==> config.mk <==
export PLATFORM = sky130hd
export DESIGN_NAME = gsed_ctrl
export DESIGN_NICKNAME = d
export VERILOG_FILES = /design/src/hdl/gsed_pkg.sv /design/src/hdl/gsed_ctrl.sv
export SDC_FILE = /design/constraint.sdc
export NUM_CORES = 1
export LEC_CHECK = 0
export BUFFER_PORTS_ARGS = -buffer_cell sky130_fd_sc_hd__buf_2
export CAP_MARGIN = 20
export CORE_MARGIN = 3
export CORE_UTILIZATION = 32
export CTS_CLUSTER_SIZE = 24
export DETAILED_ROUTE_END_ITERATION = 8
export SYNTH_ARGS = -nofsm -noshare
export SYNTH_HDL_FRONTEND = slang
export SYNTH_SLANG_ARGS = --single-unit
export TNS_END_PERCENT = 20
==> constraint.sdc <==
create_clock -name clk -period 5.7 [get_ports clk]
set_input_delay 1.425 -clock clk [delete_from_list [all_inputs] [get_ports clk]]
set_output_delay 1.425 -clock clk [all_outputs]
set_load 0.05 [all_outputs]
==> src/hdl/gsed_pkg.sv <==
// ----------------------------------------------------------------------------
// gsed_pkg
// Shared types, constants and helpers of the Gaussian/Sobel edge detector.
// ----------------------------------------------------------------------------
package gsed_pkg;

  localparam int MAX_WIDTH  = 1024;
  localparam int MAX_HEIGHT = 1024;
  localparam int MAX_DIM    = (MAX_WIDTH > MAX_HEIGHT) ? MAX_WIDTH : MAX_HEIGHT;
  localparam int COL_W      = $clog2(MAX_WIDTH);
  localparam int CNT_W      = $clog2(MAX_DIM + 4);
  localparam int REG_DIM_W  = 11;
  localparam int THR_W      = 21;
  localparam int CFG_IDX_W  = 2;
  localparam int CFG_DATA_W = 21;
  localparam int PIX_W      = 24;

  localparam logic [CFG_IDX_W-1:0] REG_FRAME_WIDTH  = 2'd0;
  localparam logic [CFG_IDX_W-1:0] REG_FRAME_HEIGHT = 2'd1;
  localparam logic [CFG_IDX_W-1:0] REG_THRESHOLD    = 2'd2;

  localparam logic OP_PIXEL = 1'b0;
  localparam logic OP_FLUSH = 1'b1;

  localparam logic [REG_DIM_W-1:0] RESET_WIDTH  = 11'd640;
  localparam logic [REG_DIM_W-1:0] RESET_HEIGHT = 11'd480;
  localparam logic [THR_W-1:0]     RESET_THR    = 21'd100;

  // Division by 159 as a multiply by the rounded-up reciprocal, exact for sums below 2^16.
  localparam logic [15:0] BLUR_RECIP = 16'd52759;
  localparam int          BLUR_SHIFT = 23;

  localparam logic [3:0] GAUSS_W [5][5] = '{
    '{4'd2, 4'd4, 4'd5,  4'd4, 4'd2},
    '{4'd4, 4'd9, 4'd12, 4'd9, 4'd4},
    '{4'd5, 4'd12, 4'd15, 4'd12, 4'd5},
    '{4'd4, 4'd9, 4'd12, 4'd9, 4'd4},
    '{4'd2, 4'd4, 4'd5,  4'd4, 4'd2}
  };

  localparam int FIFO_DEPTH = 16;
  localparam int FIFO_PTR_W = $clog2(FIFO_DEPTH);
  localparam int FIFO_CNT_W = $clog2(FIFO_DEPTH + 1);

  typedef struct packed {
    logic       op;
    logic [7:0] blue;
    logic [7:0] green;
    logic [7:0] red;
  } in_word_t;

  typedef struct packed {
    logic edge_res;
    logic last_of_frame;
  } out_word_t;

  typedef struct packed {
    logic             step;
    logic [COL_W-1:0] n_col;
    logic             b_valid;
    logic             b_border;
    logic [COL_W-1:0] b_col;
    logic             m_emit;
    logic             m_border;
    logic             m_last;
  } tag_t;

  function automatic logic [CNT_W-1:0] clamp_dim(logic [REG_DIM_W-1:0] v, int hi);
    logic [CNT_W-1:0] r;
    if (32'(v) < 3) r = CNT_W'(3);
    else if (32'(v) > hi) r = CNT_W'(hi);
    else r = CNT_W'(v);
    return r;
  endfunction

endpackage

==> src/hdl/gsed_ctrl.sv <==
// ----------------------------------------------------------------------------
// gsed_ctrl
// Configuration registers and raster counters for input, blur and output.
// ----------------------------------------------------------------------------
module gsed_ctrl (
  input  logic                            clk,
  input  logic                            rst,
  input  logic                            cfg_write,
  input  logic [gsed_pkg::CFG_IDX_W-1:0]  cfg_index,
  input  logic [gsed_pkg::CFG_DATA_W-1:0] cfg_data,
  input  logic                            accept,
  input  gsed_pkg::in_word_t              word,
  output gsed_pkg::tag_t                  tag,
  output logic [gsed_pkg::PIX_W-1:0]      px,
  output logic [gsed_pkg::THR_W-1:0]      thr,
  output logic                            hold
);

  localparam int CW = gsed_pkg::CNT_W;

  logic [gsed_pkg::REG_DIM_W-1:0] width_reg, height_reg;
  logic [CW-1:0] cur_w, cur_h;
  logic [CW-1:0] n_col, n_row, b_col, b_row, m_col, m_row;
  logic          done;
  logic          is_pixel, step, first, b_ok, m_ok, last, pad;

  always_comb begin
    is_pixel = (word.op == gsed_pkg::OP_PIXEL);
    b_ok     = (n_row > CW'(2)) || ((n_row == CW'(2)) && (n_col >= CW'(2)));
    m_ok     = (n_row > CW'(3)) || ((n_row == CW'(3)) && (n_col >= CW'(3)));
    // A three-row frame ends its input before the first result is due; the
    // counters then advance on their own until the output side catches up.
    pad      = done && !m_ok;
    hold     = pad;
    step     = pad || (accept && ((is_pixel && !done) || (!is_pixel && done)));
    first    = !done && (n_row == '0) && (n_col == '0);
    last     = (m_row == cur_h - CW'(1)) && (m_col == cur_w - CW'(1));

    tag.step     = step;
    tag.n_col    = n_col[gsed_pkg::COL_W-1:0];
    tag.b_valid  = step && b_ok;
    tag.b_border = (b_row < CW'(2)) || (b_row >= cur_h - CW'(2)) ||
                   (b_col < CW'(2)) || (b_col >= cur_w - CW'(2));
    tag.b_col    = b_col[gsed_pkg::COL_W-1:0];
    tag.m_emit   = step && m_ok;
    tag.m_border = (m_row == '0) || (m_col == '0) ||
                   (m_row >= cur_h - CW'(1)) || (m_col >= cur_w - CW'(1));
    tag.m_last   = last;

    px = is_pixel ? {word.red, word.green, word.blue} : '0;
  end

  always_ff @(posedge clk) begin
    if (rst) begin
      width_reg  <= gsed_pkg::RESET_WIDTH;
      height_reg <= gsed_pkg::RESET_HEIGHT;
      thr        <= gsed_pkg::RESET_THR;
    end else if (cfg_write) begin
      unique case (cfg_index)
        gsed_pkg::REG_FRAME_WIDTH:  width_reg  <= cfg_data[gsed_pkg::REG_DIM_W-1:0];
        gsed_pkg::REG_FRAME_HEIGHT: height_reg <= cfg_data[gsed_pkg::REG_DIM_W-1:0];
        gsed_pkg::REG_THRESHOLD:    thr        <= cfg_data[gsed_pkg::THR_W-1:0];
        default: ;
      endcase
    end
  end

  always_ff @(posedge clk) begin
    if (rst) begin
      cur_w <= gsed_pkg::clamp_dim(gsed_pkg::RESET_WIDTH, gsed_pkg::MAX_WIDTH);
      cur_h <= gsed_pkg::clamp_dim(gsed_pkg::RESET_HEIGHT, gsed_pkg::MAX_HEIGHT);
      n_col <= '0;
      n_row <= '0;
      b_col <= '0;
      b_row <= '0;
      m_col <= '0;
      m_row <= '0;
      done  <= 1'b0;
    end else if (step) begin
      if (first) begin
        cur_w <= gsed_pkg::clamp_dim(width_reg, gsed_pkg::MAX_WIDTH);
        cur_h <= gsed_pkg::clamp_dim(height_reg, gsed_pkg::MAX_HEIGHT);
      end
      if (m_ok && last) begin
        n_col <= '0;
        n_row <= '0;
        b_col <= '0;
        b_row <= '0;
        m_col <= '0;
        m_row <= '0;
        done  <= 1'b0;
      end else begin
        if (n_col == cur_w - CW'(1)) begin
          n_col <= '0;
          n_row <= n_row + CW'(1);
          if (is_pixel && (n_row == cur_h - CW'(1))) begin
            done <= 1'b1;
          end
        end else begin
          n_col <= n_col + CW'(1);
        end
        if (b_ok) begin
          if (b_col == cur_w - CW'(1)) begin
            b_col <= '0;
            b_row <= b_row + CW'(1);
          end else begin
            b_col <= b_col + CW'(1);
          end
        end
        if (m_ok) begin
          if (m_col == cur_w - CW'(1)) begin
            m_col <= '0;
            m_row <= m_row + CW'(1);
          end else begin
            m_col <= m_col + CW'(1);
          end
        end
      end
    end
  end

endmodule

==> results.py, run 1 <==
metrics = {
    "die": {
        "dieHeight_um": 168,
        "start_util_pct": 33.1,
        "core-area_um2": 25500,
        "dieWidth_um": 168,
        "ios": 124,
        "die_area_um2": 28400,
        "rows": 58,
    },
    "clocking": {
        "cts_sinks": 132,
        "clkTransAtPathRegs_ns": 0.07,
        "post_cts_buffers": 0,
        "clock_latency_ns": 0.42,
        "cts_tree": "built",
        "clock-root-buffer": "clkbuf_16",
        "cts_max_level": 4,
        "clockBufferDepth": 2,
        "numCtsBuffers": 17,
    },
    "critical_path": {
        "rr_endpoint": "b_col[2]",
        "endpoint_kind": "output port",
        "worstPathMaxFanout": 10,
        "critPathKind": "reg2out",
        "crit_start": "cur_w[2]",
        "arrival_ns": 3.88,
        "startpoint_type": "flip-flop",
        "reg2reg_from": "cur_h[0]",
        "r2r_slack_ns": 0.95,
        "crit_required_ns": 4.28,
        "r2r_cells": 15,
    },
    "synth": {
        "synth_cell_types": 64,
        "postSynthCellCount": 1050,
        "synth_nets": 1162,
        "ys_seq_area_share_pct": 31.3,
        "ys_warn_count": 0,
        "avgSynthCellArea_um2": 8.05,
        "synthFlopType": "dfxtp_1",
        "synth-async-reset-ratio_pct": 0,
        "synth_edf_count": 0,
        "ys_ff_latch": 132,
        "synth_area_um2": 8450,
    },
    "timing": {
        "setup_ws_ns": 0.395,
        "totalNegativeSetupSlack_ns": 0,
        "slew_viol_final": 0,
        "setup_viol_count_final": 0,
        "max_freq_mhz": 188,
        "slew_headroom_pct": 35.5,
        "rsz0062_at_grt": "no",
        "hold_viol_final": 0,
        "tightest_slew_ns": 0.955,
        "min_period_over_period_pct": 93.1,
        "fin_skew_ns": 0.0110,
        "fin_crit_ns": 5.31,
    },
    "global_routing": {
        "grt_max_degree": 77,
        "grt_use_total_pct": 15.8,
        "grt_pass1_wl_um": 37000,
        "antenna_found_initial": 0,
        "grt_pass1_vias": 7086,
        "grt.overflow.total": 0,
    },
    "cells_and_area": {
        "regMostFlops": "thr",
        "diodes": 0,
        "largest_reg_flops": 21,
        "fin_area_um2": 9760,
        "fillCellCount": 2619,
        "fin_nets": 1236,
        "synthToLayoutAreaGrowth_pct": 15.6,
        "drive_gt1_share_pct": 16.4,
    },
    "min_path": {
        "hp-class": "reg2reg",
        "hold_end": "thr[15]",
        "min-delay-start": "thr[15]",
        "hold_depth": 2,
    },
    "pwr": {
        "power_density_nw_per_um2": 238,
        "worst_ir_drop_vdd_mv": 0.164,
        "p_total_mw": 2.33,
        "leakagePower_nw": 3.96,
    },
    "placement": {
        "place_ws_ns": 0.645,
        "io_buffer_count": 123,
        "place_hpwl_um": 16800,
        "gp_congestion": 0.899,
        "placed_area_um2": 9150,
    },
    "job": {
        "drv_cap": 0,
    },
    "routing": {
        "wirelength_um": 22500,
        "via_per_inst": 5.16,
        "firstDrtPassIters": 5,
        "wire_per_inst_um": 15.4,
        "vias": 7568,
        "drtAntennaViolNets": 0,
        "drc_errors": 0,
        "drt_iter0_drc": 517,
    },
    "run_status": {
        "status": "completed",
    },
}
-- layout make-up --
| type | count | area, um^2 | area share, % |
|---|---|---|---|
| inverters | 25 | 93.8 | 0.961 |
| clock inverters | 15 | 161 | 1.65 |
| multi-input cells | 815 | 5340 | 54.7 |
| clock buffers | 17 | 425 | 4.36 |
| flip-flops and latches | 132 | 2640 | 27.1 |
| repair buffers | 133 | 691 | 7.07 |
| well taps | 330 | 413 | 4.23 |
-- stage by stage --
stage          hold WS [ns]  utilization [%]  std cells
2_1_floorplan         0.439                -       1050
3_3_place_gp          0.440             35.8       1434
3_5_place_dp          0.444             35.8       1434
4_1_cts               0.453             38.1       1466
5_1_grt               0.466             38.2       1467
6_report              0.454             38.2       1467
-- kinds of logic after synthesis --
logic type                 Yosys count  share of synthesized area [%]
xor gates and xnor gates           104                           11.4
muxes                                7                          0.844
DFF                                132                           31.3
and+or+nand+nor                    487                           30.3
AOI/OAI and AO/OA                  157                           11.5
buffers and inverters              103                           5.79
adders and majority gates           60                           8.88
-- metal layers --
layer	vias up	track usage [%]	share of wire, %
met5	-	0	0
met4	0	2.53	0.56
met3	7	3.64	5.0
met2	173	25.3	45
met1	3578	22.2	49
li1	3810	-	-
-- critical path, cell delays in order, from the launching register on --
cell,delay (ns)
dfxtp_1,0.39
inv_1,0.14
ha_2,0.31
or4b_4,0.54
or3_1,0.36
and2_4,0.19
ha_1,0.26
nand4_1,0.17
nor3_1,0.43
a2111oi_1,0.08
nand2_1,0.09
nor3_1,0.04
o221ai_1,0.14
clkbuf_4,0.31
-- cells in the mapped netlist, drive strengths merged (7+ instances only) --
library cell / number / share of area (%)
clkbuf: 44 / 2.0
xnor2: 69 / 7.2
o21ai: 25 / 1.5
a21o: 11 / 0.98
a21oi: 77 / 4.7
nor4: 24 / 2.3
or4: 15 / 1.4
dfxtp: 132 / 31
and3: 14 / 1.1
and2: 7 / 0.55
nor2: 104 / 4.6
nand4: 23 / 1.7
nor2b: 39 / 2.9
inv: 25 / 1.1
nand2: 126 / 5.6
or3: 16 / 1.2
nand2b: 15 / 1.1
xor2: 31 / 3.2
buf: 34 / 2.7
nand3b: 14 / 1.2
nand3: 30 / 1.8
ha: 60 / 8.9
nor3b: 13 / 1.2
nor3: 27 / 1.6
-- placed cells by master, fill, tap and decap left out, types with 4 or more instances in the layout --
master | netlist | layout
nor4_1 | 20 | 20
a22oi_1 | 6 | 6
o21ai_0 | 23 | 23
nor4b_1 | 5 | 5
a21oi_1 | 76 | 76
inv_8 | 0 | 4
dfxtp_1 | 132 | 132
nand2b_1 | 15 | 15
nor2_1 | 104 | 104
inv_1 | 24 | 24
buf_2 | 7 | 123
clkbuf_16 | 0 | 17
buf_4 | 23 | 9
or4_1 | 14 | 14
nor2b_1 | 39 | 39
ha_1 | 60 | 58
xor2_1 | 31 | 31
o221ai_1 | 4 | 4
or3_1 | 16 | 16
a2111oi_0 | 5 | 4
xnor2_1 | 69 | 69
a21o_1 | 11 | 11
nor3b_1 | 13 | 12
inv_6 | 0 | 6
and3_1 | 13 | 13
nor3_1 | 27 | 27
nand4_1 | 23 | 23
nand2_1 | 126 | 126
or3b_2 | 5 | 5
nand3b_1 | 14 | 14
and2_1 | 6 | 6
nand3_1 | 30 | 30
mux2i_1 | 6 | 6
a221o_1 | 4 | 4
xnor3_1 | 4 | 4
a31oi_1 | 5 | 5
-- where the power goes --
group / internal [mW] / total [mW] / switching (mW)
Combinational: 0.0876 / 0.254 / 0.166
Sequential: 0.939 / 0.962 / 0.0232
Clock: 0.623 / 1.11 / 0.487
-- worst max-delay path by stage --
stage | endpoint | slack, ns | depth (start not counted)
4_1_cts | tag[1] | 0.20 | 13
6_report | tag[1] | 0.39 | 13
3_3_place_gp | tag[1] | 0.71 | 13
2_1_floorplan | tag[1] | 0.98 | 14
5_1_grt | tag[1] | 0.09 | 13
3_5_place_dp | tag[1] | 0.64 | 13
-- timing repair --
| item | CTS | global route |
|---|---|---|
| endpoints found under the setup margin | 0 | 1 |
| hold buffers | 0 | 0 |
| gates resized for setup | 0 | 6 |
Note: power is estimated with default switching activity, not from simulation.
==> inputs of run 2 (changes only) <==
MAX_ROUTING_LAYER = met4   (was default)
==> results.py, run 2 (synthesis gave the netlist of run 1 again) <==
metrics = {
    "run_status": {
        "status": "completed",
    },
    "clocking": {
        "clock-root-buffer": "clkbuf_16",
        "cts_max_level": 4,
        "numCtsBuffers": 17,
        "clockBufferDepth": 2,
        "cts_resized": 0,
        "clock_latency_ns": 0.43,
        "clkTransAtPathRegs_ns": 0.07,
        "cts_tree": "built",
        "ctsHoldBuffers": 0,
        "post_cts_buffers": 0,
        "cts_sinks": 132,
    },
    "timing": {
        "setup_viol_count_final": 0,
        "min_period_over_period_pct": 94.9,
        "slew_headroom_pct": 33.9,
        "hold_viol_final": 0,
        "max_freq_mhz": 185,
        "fin_crit_ns": 5.41,
        "slew_viol_final": 0,
        "rsz0062_at_grt": "no",
        "totalNegativeSetupSlack_ns": 0,
        "tightest_slew_ns": 0.979,
        "fin_skew_ns": 0.0148,
    },
    "cells_and_area": {
        "largest_reg_flops": 21,
        "regMostFlops": "thr",
        "final_common_cell": "dfxtp_1",
        "fin_cells": 1467,
        "diodes": 0,
        "final_cell_mix": "dfxtp_1, nand2_1, buf_2",
        "synthToLayoutAreaGrowth_pct": 15.8,
        "fin_nets": 1236,
        "final_util_pct": 38.3,
        "drive_gt1_share_pct": 16.4,
    },
    "routing": {
        "drt_iter0_drc": 474,
        "wire_per_inst_um": 15.5,
        "drtAntennaViolNets": 0,
        "firstDrtPassIters": 5,
        "drc_errors": 0,
        "vias": 7571,
        "wirelength_um": 22700,
        "via_per_inst": 5.16,
    },
    "global_routing": {
        "antenna_found_initial": 0,
        "grt_pass1_vias": 7270,
        "grt.overflow.total": 0,
        "grt_use_total_pct": 16.5,
        "grt_max_degree": 43,
        "grt_pass1_wl_um": 37600,
    },
    "placement": {
        "io_buffer_count": 123,
        "place_inst": 1434,
        "gp_congestion": 0.915,
        "place_hpwl_um": 16900,
    },
    "die": {
        "die_area_um2": 28400,
        "dieWidth_um": 168,
        "core-area_um2": 25500,
        "start_util_pct": 33.1,
        "ios": 124,
        "dieHeight_um": 168,
        "rows": 58,
    },
    "critical_path": {
        "endpoint_kind": "output port",
        "startpoint_type": "flip-flop",
        "crit_start": "cur_w[2]",
        "critPathKind": "reg2out",
        "rr_endpoint": "b_col[2]",
        "worstPathMaxFanout": 10,
        "arrival_ns": 3.98,
        "cp-endpoint": "tag[1]",
        "crit_required_ns": 4.28,
        "r2r_cells": 15,
        "reg2reg_from": "cur_h[0]",
        "r2r_slack_ns": 0.84,
    },
    "job": {
        "drv_cap": 0,
    },
    "pwr": {
        "p_total_mw": 2.36,
        "leakagePower_nw": 3.97,
        "power_density_nw_per_um2": 241,
        "worst_ir_drop_vdd_mv": 0.166,
    },
    "min_path": {
        "hp-class": "reg2reg",
    },
}
run 2: changes by cell type in the layout (fill, tap and decap cells not counted), sizes merged:
cell | before | now
bufinv | 1 | 2
clkinv | 3 | 5
buf | 132 | 133
inv | 35 | 32
clkinvlp | 1 | 0
run 2: power breakdown:
group | total, mW | internal [mW] | leakage (nW) | switching (mW)
combinational | 0.254 | 0.0874 | 2.60 | 0.167
clock | 1.15 | 0.671 | 0.300 | 0.476
sequential | 0.962 | 0.939 | 1.07 | 0.0226
run 2: worst min-delay path by stage:
stage,start,endpoint,slack [ns],depth (start not counted)
floorplan,width_reg[2],width_reg[2],0.44,2
CTS,thr[7],thr[7],0.46,2
global placement,thr[17],thr[17],0.44,2
finish,thr[19],thr[19],0.45,2
global route,thr[7],thr[7],0.48,2
detailed placement,thr[7],thr[7],0.45,2
run 2: area by class of cell:
type,instances,area [um^2]
Tap cell,330,413
Fill cell,2663,15800
Timing Repair Buffer,133,688
Clock inverter,14,166
Clock buffer,18,439
Inverter,25,93.8
Multi-Input combinational cell,815,5350
Sequential cell,132,2640
run 2: metrics by stage:
| stage | hold WS (ns) | setup WS (ns) | area [um^2] |
|---|---|---|---|
| floorplan | 0.439 | 0.981 | 8450 |
| global placement | 0.439 | 0.708 | 9150 |
| detailed placement | 0.445 | 0.636 | 9150 |
| CTS | 0.456 | 0.169 | 9760 |
| global route | 0.481 | 0.0123 | 9790 |
| finish | 0.454 | 0.292 | 9790 |
run 2: routing by layer:
metal | track usage, % | up-vias | wire (um)
met5 | - | - | 0
met3 | 2.76 | 20 | 1010
met4 | 3.63 | 0 | 229
li1 | - | 3798 | -
met1 | 22.7 | 3570 | 11200
met2 | 25.7 | 183 | 10200
run 2: critical path, stage by stage, from the launching register on:
cell and delay, ns:
dfxtp_1 0.39, inv_1 0.13, ha_1 0.38, or4b_4 0.56, or3_1 0.34, and2_4 0.18
ha_1 0.27, nand4_1 0.17, nor3_2 0.11, a2111oi_2 0.33, nand2_1 0.08, nor3_1 0.14
o221ai_1 0.20, buf_2 0.27
